[config.mk]
export PLATFORM = sky130hd
export DESIGN_NAME = mpe_ram
export DESIGN_NICKNAME = d
export VERILOG_FILES = /design/src/design/mpe_ram.sv
export SDC_FILE = /design/constraint.sdc
export NUM_CORES = 2
export LEC_CHECK = 0
export ABC_AREA = 1
export BUFFER_PORTS_ARGS = -buffer_cell sky130_fd_sc_hd__buf_4
export CELL_PAD_IN_SITES_DETAIL_PLACEMENT = 1
export CELL_PAD_IN_SITES_GLOBAL_PLACEMENT = 1
export CORE_ASPECT_RATIO = 0.9
export CORE_MARGIN = 5
export CORE_UTILIZATION = 46
export CTS_BUF_LIST = sky130_fd_sc_hd__clkbuf_4 sky130_fd_sc_hd__clkbuf_8
export CTS_CLUSTER_DIAMETER = 100
export DETAILED_ROUTE_END_ITERATION = 12
export PLACE_DENSITY_LB_ADDON = 0.1
export SYNTH_ARGS = -nofsm -noshare
export SYNTH_HDL_FRONTEND = slang
export SYNTH_SLANG_ARGS = --single-unit
[constraint.sdc]
create_clock -name clk -period 7.2 [get_ports clk]
set_input_delay 1.44 -clock clk [delete_from_list [all_inputs] [get_ports clk]]
set_output_delay 1.44 -clock clk [all_outputs]
set_load 0.05 [all_outputs]
[src/design/mpe_ram.sv]
module mpe_ram #(
	parameter int WIDTH = 32,
	parameter int DEPTH = 64
) (
	input  logic                                   clk,
	input  logic                                   we,
	input  logic [(DEPTH > 1 ? $clog2(DEPTH) : 1)-1:0] waddr,
	input  logic [WIDTH-1:0]                       wdata,
	input  logic [(DEPTH > 1 ? $clog2(DEPTH) : 1)-1:0] raddr,
	output logic [WIDTH-1:0]                       rdata
);
	logic [WIDTH-1:0] mem [DEPTH];

	// one write port, registered read
	always_ff @(posedge clk) begin
		if (we) begin
			mem[waddr] <= wdata;
		end
		rdata <= mem[raddr];
	end
endmodule

==> metrics <==
minimum clock period=3.84 ns; Max Slew Vio Count=0; worst vdd ir=0.000187 V; Rows=147; H-tree levels=5; Synth Area per Inst=12.2 um^2; commonest cells after routing, fill and taps aside=nand2_1, edfxtp_1, nand3_1; post-CTS sizing=0; final net count=6930; CP Launch Type=primary input; dpl hpwl=143000 um; Post-Synth Adder-Cell Area=0%; initial antenna violation count=18; drt wl/cell=28.6 um; sequential area share after synthesis=75.1%; Synth Area in Compound Gates=0%; Final ANT Viol Nets=0; gp weighted congestion=0.800; WS Path Type=primary input to flip-flop; main combinational cell family by area after synthesis=simple AND/OR/NAND/NOR gates; count of final hold-check violations=0; root buffer cell=clkbuf_8; met3 WL=18300 um; total nets after synthesis=6815; largest net degree at the start of global routing=204; setup TNS=0 ns; met2 WL=125000 um; Mapped Cells=6769; RSZ-0062 raised after global routing=false; drt first-iter violations=5901; Worst slew margin=26.7%; DRC=0; simple-gate share of the synthesized area=22.1%; GRT overflow=0; worst endpoint required time=8.18 ns; Initial DRT Pass Iterations=7; Clock Latency Late Sink=1.09 ns; share of cells above drive strength 1=11.4%; skew final=0.0763 ns; synth-to-layout area growth=11.7%; Final Cycle Share=53.3%; initial core utilization=46.3%; Yosys cell types=16; CP max FO=78; Die X=457 um; # Max-Cap Violations=0; worst hold path class=flip-flop to flip-flop; P per Cell Area=274 nW/um^2; Final Power=25.4 mW; share of the synthesized area in the top cell type=74.3%; synth top area cells=edfxtp_1, nand3_1, nand2_1; detailed-route via count=55948; xor-xnor portion of the synthesized cell area=0%; CTS buffer count=357; number of global-route vias before repair=56138; Ys Warns=0; hold_buf cts=0; # setup viols final=0; post-synthesis mux area share=0%; commonest non-fill, non-tap cell in the layout=nand2_1; Syn Std Cell Area=82700 um^2; status=completed; topmost layer with routed signal wires=met4; Top Ports=78; clock-pin transition on the worst setup and hold timing paths=0.06 ns; IO buf count=77; Sinks on Clock Net=2080; postcts setup bufs=0; Setup crit end kind=flip-flop; Die Height=412 um; die area=188000 um^2; Max Clk Rate=0.260 GHz; register bit count reported by yosys=2080; Slew @ Worst Pin=1.10 ns; drt total wl=273000 um; first-pass GRT wire length=391000 um; CTS max path bufs=4; total track usage=28.4%; Synth area leader=edfxtp_1; WL met1=119000 um; CP Data Arrival Time=4.82 ns; Core Box Area=179000 um^2; Leakage=32.5 nW; CTS tree=built; Via-to-Cell Ratio=5.87
## synthesized netlist by cell type
| cell | instances |
|---|---|
| inv_1 | 9 |
| buf_2 | 282 |
| buf_6 | 3 |
| clkbuf_1 | 77 |
| buf_8 | 2 |
| inv_2 | 2 |
| buf_1 | 40 |
| nor4_1 | 8 |
| dfxtp_1 | 32 |
| nand4_1 | 9 |
| buf_4 | 45 |
| nand3_1 | 1907 |
| edfxtp_1 | 2048 |
| nand2_1 | 2248 |
| nor2_1 | 56 |
| inv_4 | 1 |
## registers in the layout (all words and copies together) (netlist names)
signal and flops:
rdata 32, mem 2048
## final timing paths
| kind | to | startpoint | cells past startpoint | slack, ns |
|---|---|---|---|---|
| worst min-delay path | rdata[16] | mem[60][16] | 8 | 0.80 |
| worst min register to register | rdata[16] | mem[60][16] | 8 | 0.80 |
| worst max register to register | rdata[26] | mem[39][26] | 8 | 5.28 |
| worst max-delay path | rdata[26] | raddr[0] | 11 | 3.36 |
## per-layer routing
metal | global-route usage, % | vias to the layer above
met5 | 0 | -
met4 | 10.5 | 0
met3 | 4.51 | 484
met2 | 44.4 | 2039
met1 | 40.6 | 29007
li1 | - | 24418
## per-stage QoR
stage                     hold slack (ns)  area (um^2)  util (%)  instances  worst slack (ns)
after floorplan                     0.721        82700         -       6769              1.63
after global placement              0.811        85800      48.0       8909              2.44
after detailed placement            0.821        85800      48.0       8909              2.35
after CTS                           0.734        92400      51.7       9510              3.48
after global routing                0.774        92400      51.7       9514              3.35
final                               0.804        92400      51.8       9526              3.36
## final cells by class
type | count | area (um^2)
diodes | 16 | 40.0
flip-flops and latches | 2080 | 62100
fillers | 18233 | 86200
repair buffers | 205 | 1830
inverters | 12 | 82.6
multi-input cells | 4228 | 18800
well taps | 2384 | 2980
clock inverters | 82 | 349
clock buffers | 519 | 6240
## where the power goes
part,total [mW],switching (mW),internal [mW]
clock,10.2,4.68,5.51
combinational,1.69,1.33,0.365
sequential,13.5,0.0662,13.4
## kinds of logic (layout without fill, tap and decap cells)
family	count (synthesis)	count (layout)
simple gates	4228	4228
flops	2080	2080
buf+inv	461	818
other cells	0	16
## critical path: stages
cell and delay [ns]:
buf_8 0.45, buf_4 0.52, buf_4 0.67, nand2_1 0.13, nand3_1 0.13, nand3_1 0.10, nand3_1 0.13, nand3_1 0.36
nand2_1 0.29, nand2_1 0.26, nand2_1 0.14
Power figures use the tool's default switching activity.
