$ cat src/design/mpe_div.sv
module mpe_div #(
	parameter int DW = 49,
	parameter int VW = 33
) (
	input  logic          clk,
	input  logic          arst_n,
	input  logic          start,
	input  logic [DW-1:0] dividend,
	input  logic [VW-1:0] divisor,
	output logic          busy,
	output logic          done,
	output logic [DW-1:0] quot
);
	localparam int CW = $clog2(DW + 1);

	logic [CW-1:0] cnt_q;
	logic          busy_q;
	logic          done_q;
	logic [DW-1:0] num_q;
	logic [VW-1:0] rem_q;
	logic [VW-1:0] den_q;
	logic [VW:0]   trial;
	logic [VW:0]   diff;
	logic          ge;

	// one quotient bit per cycle, restoring
	assign trial = {rem_q, num_q[DW-1]};
	assign diff  = trial - {1'b0, den_q};
	assign ge    = trial >= {1'b0, den_q};

	always_ff @(posedge clk or negedge arst_n) begin
		if (!arst_n) begin
			busy_q <= 1'b0;
			done_q <= 1'b0;
			cnt_q  <= '0;
		end else begin
			done_q <= 1'b0;
			if (start) begin
				busy_q <= 1'b1;
				cnt_q  <= CW'(DW);
			end else if (busy_q) begin
				cnt_q <= cnt_q - 1'b1;
				if (cnt_q == CW'(1)) begin
					busy_q <= 1'b0;
					done_q <= 1'b1;
				end
			end
		end
	end

	always_ff @(posedge clk) begin
		if (start) begin
			num_q <= dividend;
			den_q <= divisor;
			rem_q <= '0;
		end else if (busy_q) begin
			rem_q <= ge ? diff[VW-1:0] : trial[VW-1:0];
			num_q <= {num_q[DW-2:0], ge};
		end
	end

	assign busy = busy_q;
	assign done = done_q;
	assign quot = num_q;
endmodule

$ cat config.mk
export PLATFORM = sky130hd
export DESIGN_NAME = mpe_div
export DESIGN_NICKNAME = d
export VERILOG_FILES = /design/src/design/mpe_div.sv
export SDC_FILE = /design/constraint.sdc
export NUM_CORES = 1
export LEC_CHECK = 0
export ABC_CLOCK_PERIOD_IN_PS = 3510
export BUFFER_PORTS_ARGS = -buffer_cell sky130_fd_sc_hd__clkbuf_2
export CAP_MARGIN = 5
export CORE_AREA = 5 5 147 149
export CTS_BUF_LIST = sky130_fd_sc_hd__clkbuf_4 sky130_fd_sc_hd__clkbuf_8
export CTS_CLUSTER_SIZE = 10
export DETAILED_ROUTE_END_ITERATION = 6
export DIE_AREA = 0 0 152 154
export MAX_ROUTING_LAYER = met4
export PLACE_DENSITY = 0.53
export SETUP_SLACK_MARGIN = 0.1
export SLEW_MARGIN = 20
export SYNTH_ARGS = -nofsm -noshare
export SYNTH_HDL_FRONTEND = slang
export SYNTH_SLANG_ARGS = --single-unit
$ cat constraint.sdc
create_clock -name clk -period 3.51 [get_ports clk]
set_input_delay 0 -clock clk [delete_from_list [all_inputs] [get_ports clk]]
set_output_delay 0 -clock clk [all_outputs]
set_load 0.02 [all_outputs]
==> results of run 1 <==
-- routing by layer --
layer	track usage, %	part of all wire, %	up-vias
li1	-	-	2756
met1	19.4	46	2619
met2	24.3	47	165
met3	4.08	5.1	20
met4	3.81	1.2	0
met5	-	0	-
-- power breakdown --
group / internal (mW) / leakage [nW] / switching (mW)
sequential: 1.79 / 1.20 / 0.163
clock: 0.661 / 0.213 / 0.676
combinational: 0.844 / 2.45 / 1.07
total: 3.29 / 3.86 / 1.91
-- cell usage after synthesis, types with 14 or more instances --
cell type	n	area, µm²
ha_1	35	438
nor2_1	49	184
clkbuf_1	14	52.6
a311oi_1	19	166
a21oi_1	41	205
nand2_1	63	236
mux2_2	52	586
inv_1	46	173
dfxtp_1	33	661
xnor2_1	19	166
edfxtp_1	82	2460
o21ai_0	22	110
-- stage by stage --
| stage | power [mW] | hold WS [ps] | util (%) | cells |
|---|---|---|---|---|
| 2_1_floorplan | 3.35 | -296 | - | 633 |
| 3_3_place_gp | 3.78 | -146 | 38.3 | 1016 |
| 3_5_place_dp | 3.78 | -141 | 38.3 | 1016 |
| 4_1_cts | 5.23 | 8.78 | 44.6 | 1132 |
| 5_1_grt | 5.55 | 25.6 | 44.6 | 1133 |
| 6_report | 5.20 | 23.8 | 44.6 | 1133 |
-- cell families after synthesis --
logic type      count (synthesis)
simple gates                  166
compound gates                150
flops                         123
buf+inv                        79
mux                            52
fa+ha+maj                      36
xor+xnor                       27
-- critical path: stages, from the launching register on --
cell,delay (ps)
edfxtp_1,410
inv_1,80
ha_1,160
inv_1,50
fa_1,400
a21o_1,210
nand4_1,130
a21oi_1,100
o21ai_0,300
a21oi_2,130
o21ai_2,170
nand2_1,210
buf_4,240
mux2_2,270
a22o_1,190
-- flip-flops by register name (all words and copies together) (netlist names) --
signal and cells:
rem_q 33, den_q 33, cnt_q 6, quot 49, busy 1, done 1
-- final timing paths --
| kind | start | end | cells past startpoint |
|---|---|---|---|
| max in group asynchronous | arst_n | busy$_DFF_PN0_ | 3 |
| max reg2reg | quot[48]$_DFFE_PP_ | rem_q[24]$_SDFFE_PP0P_ | 14 |
| min reg2reg | rem_q[10]$_SDFFE_PP0P_ | rem_q[11]$_SDFFE_PP0P_ | 2 |
| min | start | rem_q[31]$_SDFFE_PP0P_ | 2 |
| min in group asynchronous | arst_n | done$_DFF_PN0_ | 3 |
| max | quot[48]$_DFFE_PP_ | rem_q[24]$_SDFFE_PP0P_ | 14 |
-- layout make-up --
cell class                      instances  share of cell area, %
Timing Repair Buffer                  229                   17.8
Clock buffer                           17                   2.62
Multi-Input combinational cell        432                   34.6
Tap cell                              270                   3.78
Inverter                               47                   1.97
Sequential cell                       123                   37.2
Clock inverter                         15                   2.02
-- repair_timing --
item | CTS | global route
hold endpoints to repair | 90 | 0
setup endpoints to repair | 0 | 10
gates resized for setup | 0 | 1
hold buffers | 84 | 0
==> metrics.txt, run 1 <==
status=finished, final reports clean; area occupied by multi-input gates=3100 µm²; Ports=136; gpl congestion=0.906; Post-synth EDFFs=82; gr ovfl total=0; Synthesis Warnings=0; post-synthesis simple-gate area fraction=11.6%; clk sinks=123; H-Tree Depth=4; Layout Nets=971; XOR/XNOR Fraction of Synth Area=3.50%; post-synthesis net count=754; FF/Latch Area=3320 µm²; Longest Clk Path Bufs=2; crit path kind=flip-flop to flip-flop; Synth Flop Type=edfxtp_1; Fin. Hold Viols=0; Mapped Avg Cell Area=10.7 µm²; reg-to-reg slack, setup=340 ps; worst skew pair latency=450 ps; Slew Viols, Final=0; worst setup margin=342 ps; layout cell share with drive strength beyond 1=27.8%; maxcap violations=0; period utilization=90.3%; Worst Skew=21.5 ps; #FFs+latches synth=123; worst min path class=input port to flip-flop; total track usage=15.3%; LEAKAGE=3.86 nW; final instance area=8940 µm²; Clk Tree Root Cell=clkbuf_8; Max Clock Freq=316 MHz; initial antenna violation count=0; unrepaired setup endpoints after global routing=yes; DR pass1 iterations=5; die height=154 µm; CP startpoint kind=flip-flop; Die W=152 µm; Worst Max-Slew Pin Slew=597 ps; Max-slew headroom=60.0%; Crit. End Element=flip-flop; Rows=52; Post-synth ARST share=6.50%; antenna cell count=0; First DRT Iteration DRCs=265; core area=20,000 µm²; pre-CTS setup slack=355 ps; Layout area overhead=32.5%; first-pass GRT wire length=28,800 µm; commonest non-fill, non-tap cells in the layout=clkbuf_2 (134), dlygate4sd3_1 (84), edfxtp_1 (82); CP Data Required Time=3840 ps; Post-Syn Instances=633; Fillers=1,944; Adder-Cell Fraction of Synth Area=6.79%; VDD IR max=0.260 mV; Synth Area in Compound Gates=15.1%; largest net degree at the start of global routing=58; largest family of logic cells by synthesized area=compound AO/OA/AOI/OAI gates; Pwr Density=582 nW/µm²; DP Area=7670 µm²; drt wl/cell=15.5 µm; Via density=4.91; Seq/Total Area, Yosys=49.2%; mux share of post-synthesis cell area=8.68%; Yosys cell types=64; Final setup viols=0; # port buffers=135; most common cell after layout, fill and taps aside=clkbuf_2; synthesized cell area=6750 µm²; crit-path max FO=8; drc violations=0; die area=23,400 µm²; Final min period=3170 ps; Initial Util=33.7%; TritonCTS buffer count=17; Worst-path clk slew=80 ps; Worst EP arrival=3500 ps; CTS tree=built; vias in the first global route=5,817; Post-CTS Setup Bufs=0; Routed Antenna Nets=0; Fin Setup TNS=0 ps; Via Count=5,560; Post-DP HPWL=12,200 µm; final WL=17,500 µm
Note: power is estimated with default switching activity, not from simulation.
==> run 2, diff against run 1 <==
Settings changed: ABC_AREA set to 1, CORE_AREA 5 5 147 149 to 5 5 158 160, DIE_AREA 0 0 152 154 to 0 0 163 165.
==> metrics.txt, run 2 <==
gpl congestion=0.923; Die W=163 µm; initial antenna violation count=0; Longest Clk Path Bufs=2; period utilization=74.1%; Placed Instances=1,504; clk sinks=123; Seq/Total Area, Yosys=42.4%; First DRT Iteration DRCs=406; Area contributors post-synth=edfxtp_1 (31%), nand2_1 (23%), dfxtp_1 (8.4%), inv_1 (7.8%), ha_1 (5.6%); Pwr Density=367 nW/µm²; Max Clock Freq=385 MHz; worst hold margin=15.2 ps; DR pass1 iterations=5; unrepaired setup endpoints after global routing=no; Rows=56; #FFs+latches synth=123; Post-synth ARST share=6.50%; Final Power=3.67 mW; Post-Syn Instances=1,074; VDD IR max=0.185 mV; maxcap violations=0; Post-synth EDFFs=82; CP startpoint kind=flip-flop; Yosys cell types=35; Synth Flop Type=edfxtp_1; Mapped Avg Cell Area=7.31 µm²; Worst Max-Slew Pin Slew=932 ps; LEAKAGE=5.31 nW; first-pass GRT wire length=35,500 µm; synthesized cell area=7850 µm²; antenna cell count=0; cell with the most instances after synthesis=nand2_1; Worst Skew=23.9 ps; Ports=136; Yosys top cell area share=31.4%; worst skew pair latency=470 ps; Final min period=2600 ps; Crit. End Element=flip-flop; die area=26,900 µm²; Clk Tree Root Cell=clkbuf_8; core area=23,300 µm²; CTS tree=built; drc violations=0; Max-slew headroom=37.9%; # port buffers=135; layout cell share with drive strength beyond 1=16.1%; Routed Antenna Nets=0; drt wl/cell=13.2 µm; top cells by count, synth=nand2_1 (486), inv_1 (163), edfxtp_1 (82); status=finished, final reports clean; Via Count=7,140; TritonCTS buffer count=17; fin util=43.1%; post-synthesis net count=1,195; total track usage=17.0%; Post-DP HPWL=15,400 µm; Initial Util=33.7%; Synthesis Warnings=0; commonest non-fill, non-tap cells in the layout=nand2_1 (486), inv_1 (162), clkbuf_2 (134); Final setup viols=0; vias in the first global route=7,124; Layout area overhead=27.7%; worst min path class=input port to flip-flop; gr ovfl total=0; most common cell after layout, fill and taps aside=nand2_1; Fin Setup TNS=0 ps; Layout Nets=1,409; crit path kind=flip-flop to flip-flop; Via density=4.41; CP Data Required Time=3910 ps; largest net degree at the start of global routing=55; final std cells w/o fill=1,620; die height=165 µm; Slew Viols, Final=0; largest area contributor in the netlist=edfxtp_1; Worst EP arrival=3000 ps; Worst-path clk slew=90 ps; H-Tree Depth=4; final WL=21,500 µm; crit-path max FO=35; Fin. Hold Viols=0; max reg flops=49
==> run 2: cell count changes in the layout (fill, tap and decap cells not counted), moves of 10 or more <==
| cell | change |
|---|---|
| nand2_1 | +423 |
| inv_1 | +117 |
| mux2_2 | -52 |
| nand3_1 | +45 |
| nand3b_1 | +41 |
| a311oi_1 | -19 |
| nand2_2 | +19 |
| o21ai_0 | -18 |
| a21oi_1 | -17 |
| a211oi_1 | -12 |
| a21o_1 | -12 |
| nor2_1 | -10 |
==> run 2: through the flow <==
stage	setup slack, ps	area, µm²
after floorplan	1220	7850
after detailed placement	932	8770
after CTS	901	10000
after global placement	992	8770
final	910	10000
after global routing	603	10000
==> run 2: layout make-up <==
class	instances	area, µm²
clock inverter	15	170
inverter	165	621
sequential	123	3320
clock buffer	17	234
multi-input combinational	760	3740
timing repair buffer	221	1530
tap	319	399
fill	2500	13200
==> run 2: power by group <==
group | switching [mW] | leakage, nW | internal, mW | total, mW
Clock | 0.745 | 0.201 | 0.602 | 1.35
Combinational | 0.363 | 3.89 | 0.254 | 0.618
Sequential | 0.0543 | 1.22 | 1.65 | 1.71
==> run 2: logic make-up after synthesis <==
| group | count (synthesis) | synth area share [%] |
|---|---|---|
| xor+xnor | 15 | 1.67 |
| compound gates | 31 | 2.07 |
| buf+inv | 191 | 10.1 |
| fa+ha+maj | 36 | 5.84 |
| flops | 123 | 42.4 |
| simple gates | 678 | 37.9 |
==> run 2: worst paths after layout <==
path                       depth (start not counted)                    from  slack [ps]                      to
max                                               17      quot[48]$_DFFE_PP_         910  rem_q[22]$_SDFFE_PP0P_
max reg2reg                                       17      quot[48]$_DFFE_PP_         910  rem_q[22]$_SDFFE_PP0P_
min                                                1                   start          20     den_q[13]$_DFFE_PP_
max in group asynchronous                          3                  arst_n        2730    cnt_q[4]$_DFFE_PN0P_
min in group asynchronous                          3                  arst_n         510    cnt_q[1]$_DFFE_PN0P_
min reg2reg                                        2  rem_q[32]$_SDFFE_PP0P_         460  rem_q[32]$_SDFFE_PP0P_
==> run 2: routing by layer <==
metal | vias up | global-route usage, % | wire length, µm
met4 | 0 | 4.42 | 193
met2 | 168 | 27.7 | 10000
met1 | 3193 | 21.8 | 10400
met3 | 18 | 3.22 | 840
met5 | - | - | 0
li1 | 3761 | - | -
==> run 2: critical path: stages, from the launching register on <==
cell and delay, ps:
edfxtp_1 390, inv_1 90, ha_1 140, inv_1 80
fa_1 420, nand2_2 90, nand2_2 60, nand3b_1 110
nand2_2 80, nand2_2 80, nand2_4 60, nand2_4 70
nand2_4 70, nand2_8 240, nand2_8 230, nand2_1 140
nand3_1 80, nand2_1 110
==> run 2: repair_timing <==
action | 4_1_cts | 5_1_grt
endpoints found under the hold margin | 90 | 0
hold buffers | 84 | 0
resized for setup | 0 | 0
buffers inserted | 0 | 0
